$ cat src/rtl/hmtri_pkg.sv
`default_nettype none

package hmtri_pkg;

    localparam int MAX_WIDTH_DEFAULT  = 1024;
    localparam int MAX_HEIGHT_DEFAULT = 1024;

    localparam int SAMPLE_W   = 8;
    localparam int COORD_W    = 10;
    localparam int Z_W        = 11;
    localparam int ZOFF_W     = 10;
    localparam int CFG_DATA_W = 11;
    localparam int CFG_IDX_W  = 2;
    localparam int SLOT_COUNT = 12;
    localparam int TRI_W      = 3 * (2 * COORD_W + Z_W);
    localparam int TDATA_OUT_W = ((TRI_W + 7) / 8) * 8;

    localparam logic [ZOFF_W-1:0] ZOFF_RESET = ZOFF_W'(30);

    // Register indexes of the configuration channel.
    typedef enum logic [CFG_IDX_W-1:0] {
        CFG_RASTER_WIDTH  = 2'd0,
        CFG_RASTER_HEIGHT = 2'd1,
        CFG_Z_OFFSET      = 2'd2
    } cfg_idx_e;

    // Triangle slots of one pixel, in emission order.
    typedef enum logic [3:0] {
        SLOT_SURF0  = 4'd0,
        SLOT_SURF1  = 4'd1,
        SLOT_TOP0   = 4'd2,
        SLOT_TOP1   = 4'd3,
        SLOT_BOT0   = 4'd4,
        SLOT_BOT1   = 4'd5,
        SLOT_LEFT0  = 4'd6,
        SLOT_LEFT1  = 4'd7,
        SLOT_RIGHT0 = 4'd8,
        SLOT_RIGHT1 = 4'd9,
        SLOT_BASE0  = 4'd10,
        SLOT_BASE1  = 4'd11
    } slot_e;

    typedef struct packed {
        logic [Z_W-1:0]     z;
        logic [COORD_W-1:0] y;
        logic [COORD_W-1:0] x;
    } vertex_t;

    typedef struct packed {
        vertex_t v2;
        vertex_t v1;
        vertex_t v0;
    } tri_t;

    // Everything the triangle builder needs to know about one pixel.
    typedef struct packed {
        logic [SAMPLE_W-1:0] cur;
        logic [SAMPLE_W-1:0] up;
        logic [SAMPLE_W-1:0] left;
        logic [SAMPLE_W-1:0] up_left;
        logic [ZOFF_W-1:0]   zoff;
        logic [COORD_W-1:0]  x;
        logic [COORD_W-1:0]  y;
    } pix_t;

    // Lowest pending slot of a pixel.
    function automatic slot_e first_slot(input logic [SLOT_COUNT-1:0] mask);
        slot_e s;
        s = SLOT_SURF0;
        for (int i = SLOT_COUNT - 1; i >= 0; i--) begin
            if (mask[i]) begin
                s = slot_e'(i);
            end
        end
        return s;
    endfunction

endpackage

`default_nettype wire

$ cat src/rtl/hmtri_vertex.sv
`default_nettype none

module hmtri_vertex (
    input  wire hmtri_pkg::pix_t  pix,
    input  wire hmtri_pkg::slot_e slot,
    output hmtri_pkg::tri_t       tri_out
);

    logic [hmtri_pkg::COORD_W-1:0] x;
    logic [hmtri_pkg::COORD_W-1:0] y;
    logic [hmtri_pkg::COORD_W-1:0] xm1;
    logic [hmtri_pkg::COORD_W-1:0] ym1;
    logic [hmtri_pkg::Z_W-1:0]     zc;
    logic [hmtri_pkg::Z_W-1:0]     zu;
    logic [hmtri_pkg::Z_W-1:0]     zl;
    logic [hmtri_pkg::Z_W-1:0]     zul;
    logic [hmtri_pkg::Z_W-1:0]     z0;
    logic [hmtri_pkg::COORD_W-1:0] c0;

    assign x   = pix.x;
    assign y   = pix.y;
    assign xm1 = x - hmtri_pkg::COORD_W'(1);
    assign ym1 = y - hmtri_pkg::COORD_W'(1);
    assign zc  = hmtri_pkg::Z_W'(pix.cur) + hmtri_pkg::Z_W'(pix.zoff);
    assign zu  = hmtri_pkg::Z_W'(pix.up) + hmtri_pkg::Z_W'(pix.zoff);
    assign zl  = hmtri_pkg::Z_W'(pix.left) + hmtri_pkg::Z_W'(pix.zoff);
    assign zul = hmtri_pkg::Z_W'(pix.up_left) + hmtri_pkg::Z_W'(pix.zoff);
    assign z0  = '0;
    assign c0  = '0;

    // Wall and base slots only occur on the edge they belong to, so the
    // pixel's own row or column is the bottom row or right column there.
    always_comb
    begin
        case (slot)
            hmtri_pkg::SLOT_SURF0: tri_out = '{v0: '{x: xm1, y: ym1, z: zul},
                                               v1: '{x: x,   y: ym1, z: zu},
                                               v2: '{x: xm1, y: y,   z: zl}};
            hmtri_pkg::SLOT_SURF1: tri_out = '{v0: '{x: xm1, y: y,   z: zl},
                                               v1: '{x: x,   y: ym1, z: zu},
                                               v2: '{x: x,   y: y,   z: zc}};
            hmtri_pkg::SLOT_TOP0:  tri_out = '{v0: '{x: xm1, y: c0,  z: zl},
                                               v1: '{x: xm1, y: c0,  z: z0},
                                               v2: '{x: x,   y: c0,  z: zc}};
            hmtri_pkg::SLOT_TOP1:  tri_out = '{v0: '{x: x,   y: c0,  z: zc},
                                               v1: '{x: xm1, y: c0,  z: z0},
                                               v2: '{x: x,   y: c0,  z: z0}};
            hmtri_pkg::SLOT_BOT0:  tri_out = '{v0: '{x: xm1, y: y,   z: zl},
                                               v1: '{x: x,   y: y,   z: zc},
                                               v2: '{x: xm1, y: y,   z: z0}};
            hmtri_pkg::SLOT_BOT1:  tri_out = '{v0: '{x: xm1, y: y,   z: z0},
                                               v1: '{x: x,   y: y,   z: zc},
                                               v2: '{x: x,   y: y,   z: z0}};
            hmtri_pkg::SLOT_LEFT0: tri_out = '{v0: '{x: c0,  y: ym1, z: zu},
                                               v1: '{x: c0,  y: y,   z: zc},
                                               v2: '{x: c0,  y: ym1, z: z0}};
            hmtri_pkg::SLOT_LEFT1: tri_out = '{v0: '{x: c0,  y: ym1, z: z0},
                                               v1: '{x: c0,  y: y,   z: zc},
                                               v2: '{x: c0,  y: y,   z: z0}};
            hmtri_pkg::SLOT_RIGHT0: tri_out = '{v0: '{x: x,  y: ym1, z: zu},
                                                v1: '{x: x,  y: ym1, z: z0},
                                                v2: '{x: x,  y: y,   z: z0}};
            hmtri_pkg::SLOT_RIGHT1: tri_out = '{v0: '{x: x,  y: ym1, z: zu},
                                                v1: '{x: x,  y: y,   z: z0},
                                                v2: '{x: x,  y: y,   z: zc}};
            hmtri_pkg::SLOT_BASE0: tri_out = '{v0: '{x: c0,  y: c0,  z: z0},
                                               v1: '{x: c0,  y: y,   z: z0},
                                               v2: '{x: x,   y: c0,  z: z0}};
            hmtri_pkg::SLOT_BASE1: tri_out = '{v0: '{x: x,   y: c0,  z: z0},
                                               v1: '{x: c0,  y: y,   z: z0},
                                               v2: '{x: x,   y: y,   z: z0}};
            default:               tri_out = '0;
        endcase
    end

endmodule

`default_nettype wire
$ cat config.mk
export PLATFORM = sky130hd
export DESIGN_NAME = hmtri_vertex
export DESIGN_NICKNAME = d
export VERILOG_FILES = /design/src/rtl/hmtri_pkg.sv /design/src/rtl/hmtri_vertex.sv
export SDC_FILE = /design/constraint.sdc
export NUM_CORES = 1
export LEC_CHECK = 0
export BUFFER_PORTS_ARGS = -buffer_cell sky130_fd_sc_hd__buf_2
export CORE_ASPECT_RATIO = 1.25
export CORE_MARGIN = 5
export CORE_UTILIZATION = 55
export DETAILED_ROUTE_END_ITERATION = 16
export PLACE_DENSITY = 0.91
export SETUP_SLACK_MARGIN = 0.15
export SYNTH_ARGS = -nofsm -noshare
export SYNTH_HDL_FRONTEND = slang
export SYNTH_SLANG_ARGS = --single-unit
$ cat constraint.sdc
create_clock -name vclk -period 11.15
set_clock_uncertainty 0.05 [all_clocks]
set_input_delay 3.345 -clock vclk [all_inputs]
set_output_delay 3.345 -clock vclk [all_outputs]
set_load 0.02 [all_outputs]
==> results.py, run 1 <==
metrics = {
    "place": {
        "dp_cells": 806,
        "place.gp.congestion": 0.931,
        "hpwlAfterDp_um": 10500,
        "portBuffers": 159,
        "place_ws_ns": 1.64,
    },
    "cells_and_area": {
        "fin_nets": 825,
        "num-clock-buffers": 0,
        "final_cells": 806,
        "regArea_um2": 0,
        "num_antenna_cells": 0,
        "syn2layout_area_growth_pct": 21.4,
        "multiInputGateArea_um2": 3360,
        "fillCellCount": 625,
        "drive_gt1_share_pct": 23.5,
        "seq_cells": 0,
    },
    "sta": {
        "max_freq_mhz": 105,
        "maxSlewHeadroom_pct": 40.2,
        "worst_slack_ns": 1.60,
        "post-route-period-util_pct": 85.7,
        "rsz0062_at_grt": "false",
        "fin_crit_ns": 9.55,
        "drv_slew": 0,
        "max_slew.worst_pin.slew_ns": 0.894,
        "final-setup-viol-count": 0,
        "hold_viol": 0,
        "finalSetupTns_ns": 0,
    },
    "cts": {
        "cts_hold_buf": 0,
        "cts_setup_buffers": 0,
        "cts_resized": 0,
    },
    "pwr": {
        "power_w": 0.000261,
        "p_leak_nw": 2.08,
        "ir_worst_vdd_uv": 33.6,
        "p_per_area_nw_per_um2": 59.7,
    },
    "floorplan": {
        "io_pins": 159,
        "die_w_um": 82.3,
        "start_util_pct": 55.5,
        "placementRows": 33,
        "core_area_um2": 6480,
        "die_area_um2": 8270,
        "die_h_um": 100,
    },
    "worst_hold_path": {
        "hold_depth": 3,
        "hold_class": "input pin to output port",
    },
    "synth": {
        "netlist_top_cells_area": "o21ai_0 13%, ha_1 12%, nand2_1 7.6%, a21oi_1 6.8%, nor2_1 6.2%",
        "synth_top_family_by_area": "compound AO/OA/AOI/OAI gates",
        "syn_inst": 593,
        "synth_xor_area_share_pct": 6.09,
        "synth_mux_area_share_pct": 0.835,
        "syn_avg_cell_area_um2": 6.07,
        "synth-simple-area-share_pct": 25.6,
        "synth_top_cell_by_area": "o21ai_0",
        "syn_area_um2": 3600,
        "yosysUniqueCellTypes": 58,
        "synth_top_area_share_pct": 12.8,
        "synth-seq-area-share_pct": 0,
        "synthAdderAreaFrac_pct": 14.1,
        "synth_compound_area_share_pct": 47.0,
        "yosysWarnings": 0,
        "syn_nets": 697,
    },
    "global_route": {
        "grt_usage_pct": 31.4,
        "grt_max_degree": 53,
        "grt_pass1_vias": 4794,
        "grt_pass1_wl_um": 21500,
        "antenna_found_initial": 0,
        "grt-ovfl-total": 0,
    },
    "drt": {
        "antenna_left": 0,
        "dr_total_vias": 5245,
        "drc_errors": 0,
        "drtIter0Drc": 407,
        "first_pass_iters": 5,
        "drt-total-wl_um": 13400,
        "routedWlPerCell_um": 16.6,
        "routed_via_density": 6.51,
    },
    "worst_setup_path": {
        "endpoint_kind": "output port",
        "path_class": "input pin to output port",
        "critical_path_arrival_ns": 6.16,
        "required_ns": 7.76,
        "worstPathMaxFanout": 52,
        "worstSetupStartpointType": "input pin",
    },
    "run": {
        "max_cap_violations": 0,
    },
    "outcome": {
        "status": "finished clean",
    },
}
Yosys cell counts, types with 4 or more instances:
| library cell | n |
|---|---|
| fa_1 | 4 |
| a211oi_1 | 6 |
| a22o_1 | 8 |
| nand2b_1 | 9 |
| a21oi_1 | 49 |
| xor2_1 | 4 |
| o21ai_0 | 92 |
| nand2_1 | 73 |
| or2_2 | 5 |
| a21o_1 | 6 |
| nor3_1 | 18 |
| a22oi_1 | 13 |
| o21a_1 | 14 |
| ha_1 | 34 |
| buf_1 | 7 |
| clkbuf_1 | 22 |
| or3_1 | 7 |
| o31ai_1 | 21 |
| o21bai_1 | 5 |
| nor2b_1 | 6 |
| nor2_1 | 59 |
| o22a_1 | 5 |
| inv_1 | 24 |
| nand3_1 | 5 |
| xnor2_1 | 21 |
| o22ai_1 | 21 |
per-layer routing:
metal	vias to the layer above	global-route usage (%)	wire (um)
met5	-	0	0
met4	0	12.7	484
met3	55	4.22	1470
met2	369	54.4	6410
met1	2345	38.1	5030
li1	2476	-	-
where the power goes:
part	switching [W]	internal, W	total (W)	leakage, nW
sequential	0	0	0	0
combinational	0.000165	0.0000959	0.000261	2.08
clock	0	0	0	0
worst max-delay path: stages:
cell	delay, ns
buf_2	0.62
nand4bb_1	0.68
nand2_1	0.48
a22o_1	0.36
a211o_1	0.27
a32o_1	0.21
buf_2	0.16
cell type report:
class,count,share of cell area [%]
multi-input cells,535,77.0
repair buffers,160,18.4
well taps,87,2.49
inverters,24,2.06
cells by family after synthesis:
group                      after synthesis
adders and majority gates               38
AOI/OAI and AO/OA                      269
and+or+nand+nor                        200
xor gates and xnor gates                25
buffers and inverters                   58
muxes                                    3
cells in the final DEF, fill, tap and decap left out, drive strengths merged, types with 3 or more instances in the layout:
cell type and count:
a21o 6, a22o 8, nor3 19, a32o 3
o31ai 21, o21bai 5, o21ai 92, nand2b 9
xor2 4, inv 24, or4 3, a211oi 6
nand2 73, a22oi 13, o211ai 3, or2 5
o221ai 3, mux2i 3, buf 160, o21a 14
xnor2 21, ha 34, fa 4, nand3 5
nor2 59, a21oi 49, o22ai 21, o22a 5
a31oi 3, nor2b 6, or3 8
final timing paths:
path                    start          end  slack, ns
worst max-delay path  slot[3]  tri_out[28]       1.60
worst min-delay path   pix[9]  tri_out[81]       7.00
through the flow:
stage	util, %	instance area [um2]	hold WS (ns)
global route	67.4	4370	7.02
detailed placement	67.4	4370	7.00
finish	67.4	4370	7.00
CTS	67.4	4370	7.00
global placement	67.4	4370	6.99
floorplan	-	3600	6.79
No activity file was read; power rests on OpenSTA's default activity.
==> inputs of run 2 (changes only) <==
--- a/config.mk
+++ b/config.mk
@@ -8,9 +8,9 @@
 export BUFFER_PORTS_ARGS = -buffer_cell sky130_fd_sc_hd__buf_2
 export CORE_ASPECT_RATIO = 1.25
 export CORE_MARGIN = 5
-export CORE_UTILIZATION = 55
+export CORE_UTILIZATION = 50
 export DETAILED_ROUTE_END_ITERATION = 16
-export PLACE_DENSITY = 0.91
+export PLACE_DENSITY = 0.84
 export SETUP_SLACK_MARGIN = 0.15
 export SYNTH_ARGS = -nofsm -noshare
 export SYNTH_HDL_FRONTEND = slang
==> run 2 against run 1 <==
  * Maximum frequency decreased by 0.28%
  * Sequential share of layout area unchanged
  * Sequential cell count unchanged
  * First-iteration DRC count increased by 27%
  * Core utilization decreased by 4.7 points
  * Critical endpoint unchanged
==> results.py, run 2 (synthesized netlist as in run 1, its figures left out) <==
metrics = {
    "floorplan": {
        "die_w_um": 85.9,
        "start_util_pct": 51.6,
        "die_h_um": 105,
        "io_pins": 159,
        "core_area_um2": 6980,
        "placementRows": 34,
        "die_area_um2": 9000,
    },
    "cts": {
        "cts_resized": 0,
        "cts_hold_buf": 0,
        "cts_setup_buffers": 0,
    },
    "pwr": {
        "p_per_area_nw_per_um2": 60.0,
        "p_leak_nw": 2.08,
        "ir_worst_vdd_uv": 35.6,
    },
    "worst_setup_path": {
        "worstSetupStartpointType": "input pin",
        "slowest_stage": "nand4bb_1",
        "slowest_delay_ns": 0.72,
        "crit_top_cell": "buf_2",
        "cp_cell_sequence": "buf_2 > nand4bb_1 > nand2_1 > a22o_1 > a211o_1 > a32o_1 > buf_2",
        "critical_path_arrival_ns": 6.18,
        "endpoint_kind": "output port",
        "worstPathMaxFanout": 52,
        "required_ns": 7.76,
        "path_class": "input pin to output port",
    },
    "worst_hold_path": {
        "worstHoldStart": "pix[9]",
        "hold-path-endpoint": "tri_out[19]",
        "hold_depth": 3,
        "hold_class": "input pin to output port",
    },
    "outcome": {
        "status": "finished clean",
    },
    "sta": {
        "post-route-period-util_pct": 85.9,
        "fin_crit_ns": 9.58,
        "final-setup-viol-count": 0,
        "maxSlewHeadroom_pct": 38.2,
        "max_slew.worst_pin.slew_ns": 0.923,
        "max_freq_mhz": 104,
        "finalSetupTns_ns": 0,
        "worst_slack_ns": 1.57,
        "drv_slew": 0,
        "rsz0062_at_grt": "false",
        "hold_viol": 0,
    },
    "cells_and_area": {
        "fin_util_pct": 62.6,
        "seq_cells": 0,
        "final_cell_mix": "159 x buf_2, 92 x o21ai_0, 73 x nand2_1, 59 x nor2_1, 49 x a21oi_1",
        "num-clock-buffers": 0,
        "syn2layout_area_growth_pct": 21.5,
        "layout_commonest_cell": "buf_2",
        "drive_gt1_share_pct": 23.5,
        "num_antenna_cells": 0,
        "regArea_um2": 0,
        "design_area_um2": 4370,
        "fin_nets": 825,
    },
    "run": {
        "max_cap_violations": 0,
    },
    "global_route": {
        "grt_usage_pct": 28.1,
        "grt_pass1_wl_um": 22000,
        "grt_max_degree": 53,
        "grt_pass1_vias": 4789,
        "grt-ovfl-total": 0,
        "antenna_found_initial": 0,
    },
    "place": {
        "dpl_cell_area_um2": 4370,
        "place.gp.congestion": 0.938,
        "hpwlAfterDp_um": 10900,
        "place_ws_ns": 1.69,
        "portBuffers": 159,
    },
    "drt": {
        "drc_errors": 0,
        "drtIter0Drc": 515,
        "dr_total_vias": 5290,
        "routed_via_density": 6.54,
        "antenna_left": 0,
        "first_pass_iters": 5,
        "drt-total-wl_um": 13900,
        "routedWlPerCell_um": 17.2,
    },
}
## run 2: cell counts in the layout (fill, tap and decap cells not counted)
Identical to the previous run, type by type.
## run 2: worst max path at each step
stage	start	to	slack, ns	cells past startpoint
2_1_floorplan	pix[0]	tri_out[18]	2.04	10
3_3_place_gp	slot[3]	tri_out[28]	1.73	7
3_5_place_dp	slot[3]	tri_out[28]	1.69	7
4_1_cts	slot[3]	tri_out[28]	1.67	7
5_1_grt	slot[3]	tri_out[28]	1.41	7
6_report	slot[3]	tri_out[28]	1.57	7
## run 2: layout make-up
cell class / instances / area (um2)
Fill cell: 703 / 2610
Inverter: 24 / 90.1
Multi-Input combinational cell: 535 / 3360
Tap cell: 90 / 113
Timing Repair Buffer: 160 / 803
## run 2: where the power goes
part           total, W  switching (W)  internal [W]
logic          0.000262       0.000166     0.0000958
clock network         0              0             0
registers             0              0             0
total          0.000262       0.000166     0.0000958
## run 2: through the flow
| step | hold slack, ns | total power [W] | instances |
|---|---|---|---|
| after floorplan | 6.79 | 0.000180 | 593 |
| after global placement | 6.99 | 0.000251 | 809 |
| after detailed placement | 7.00 | 0.000257 | 809 |
| after CTS | 7.00 | 0.000258 | 809 |
| after global routing | 7.03 | 0.000283 | 809 |
| final | 7.00 | 0.000262 | 809 |
## run 2: per-layer routing
metal / routed length [um] / GRT usage (%)
met1: 5240 / 34.5
met2: 6810 / 49.1
met3: 1460 / 3.94
met4: 429 / 9.62
met5: 0 / 0
## run 2: critical path: cells and delay by family
kind | cells | cell delay, ns
buffers and inverters | 2 | 0.82
AO/OA/AOI/OAI | 3 | 0.82
AND/OR/NAND/NOR | 2 | 1.19
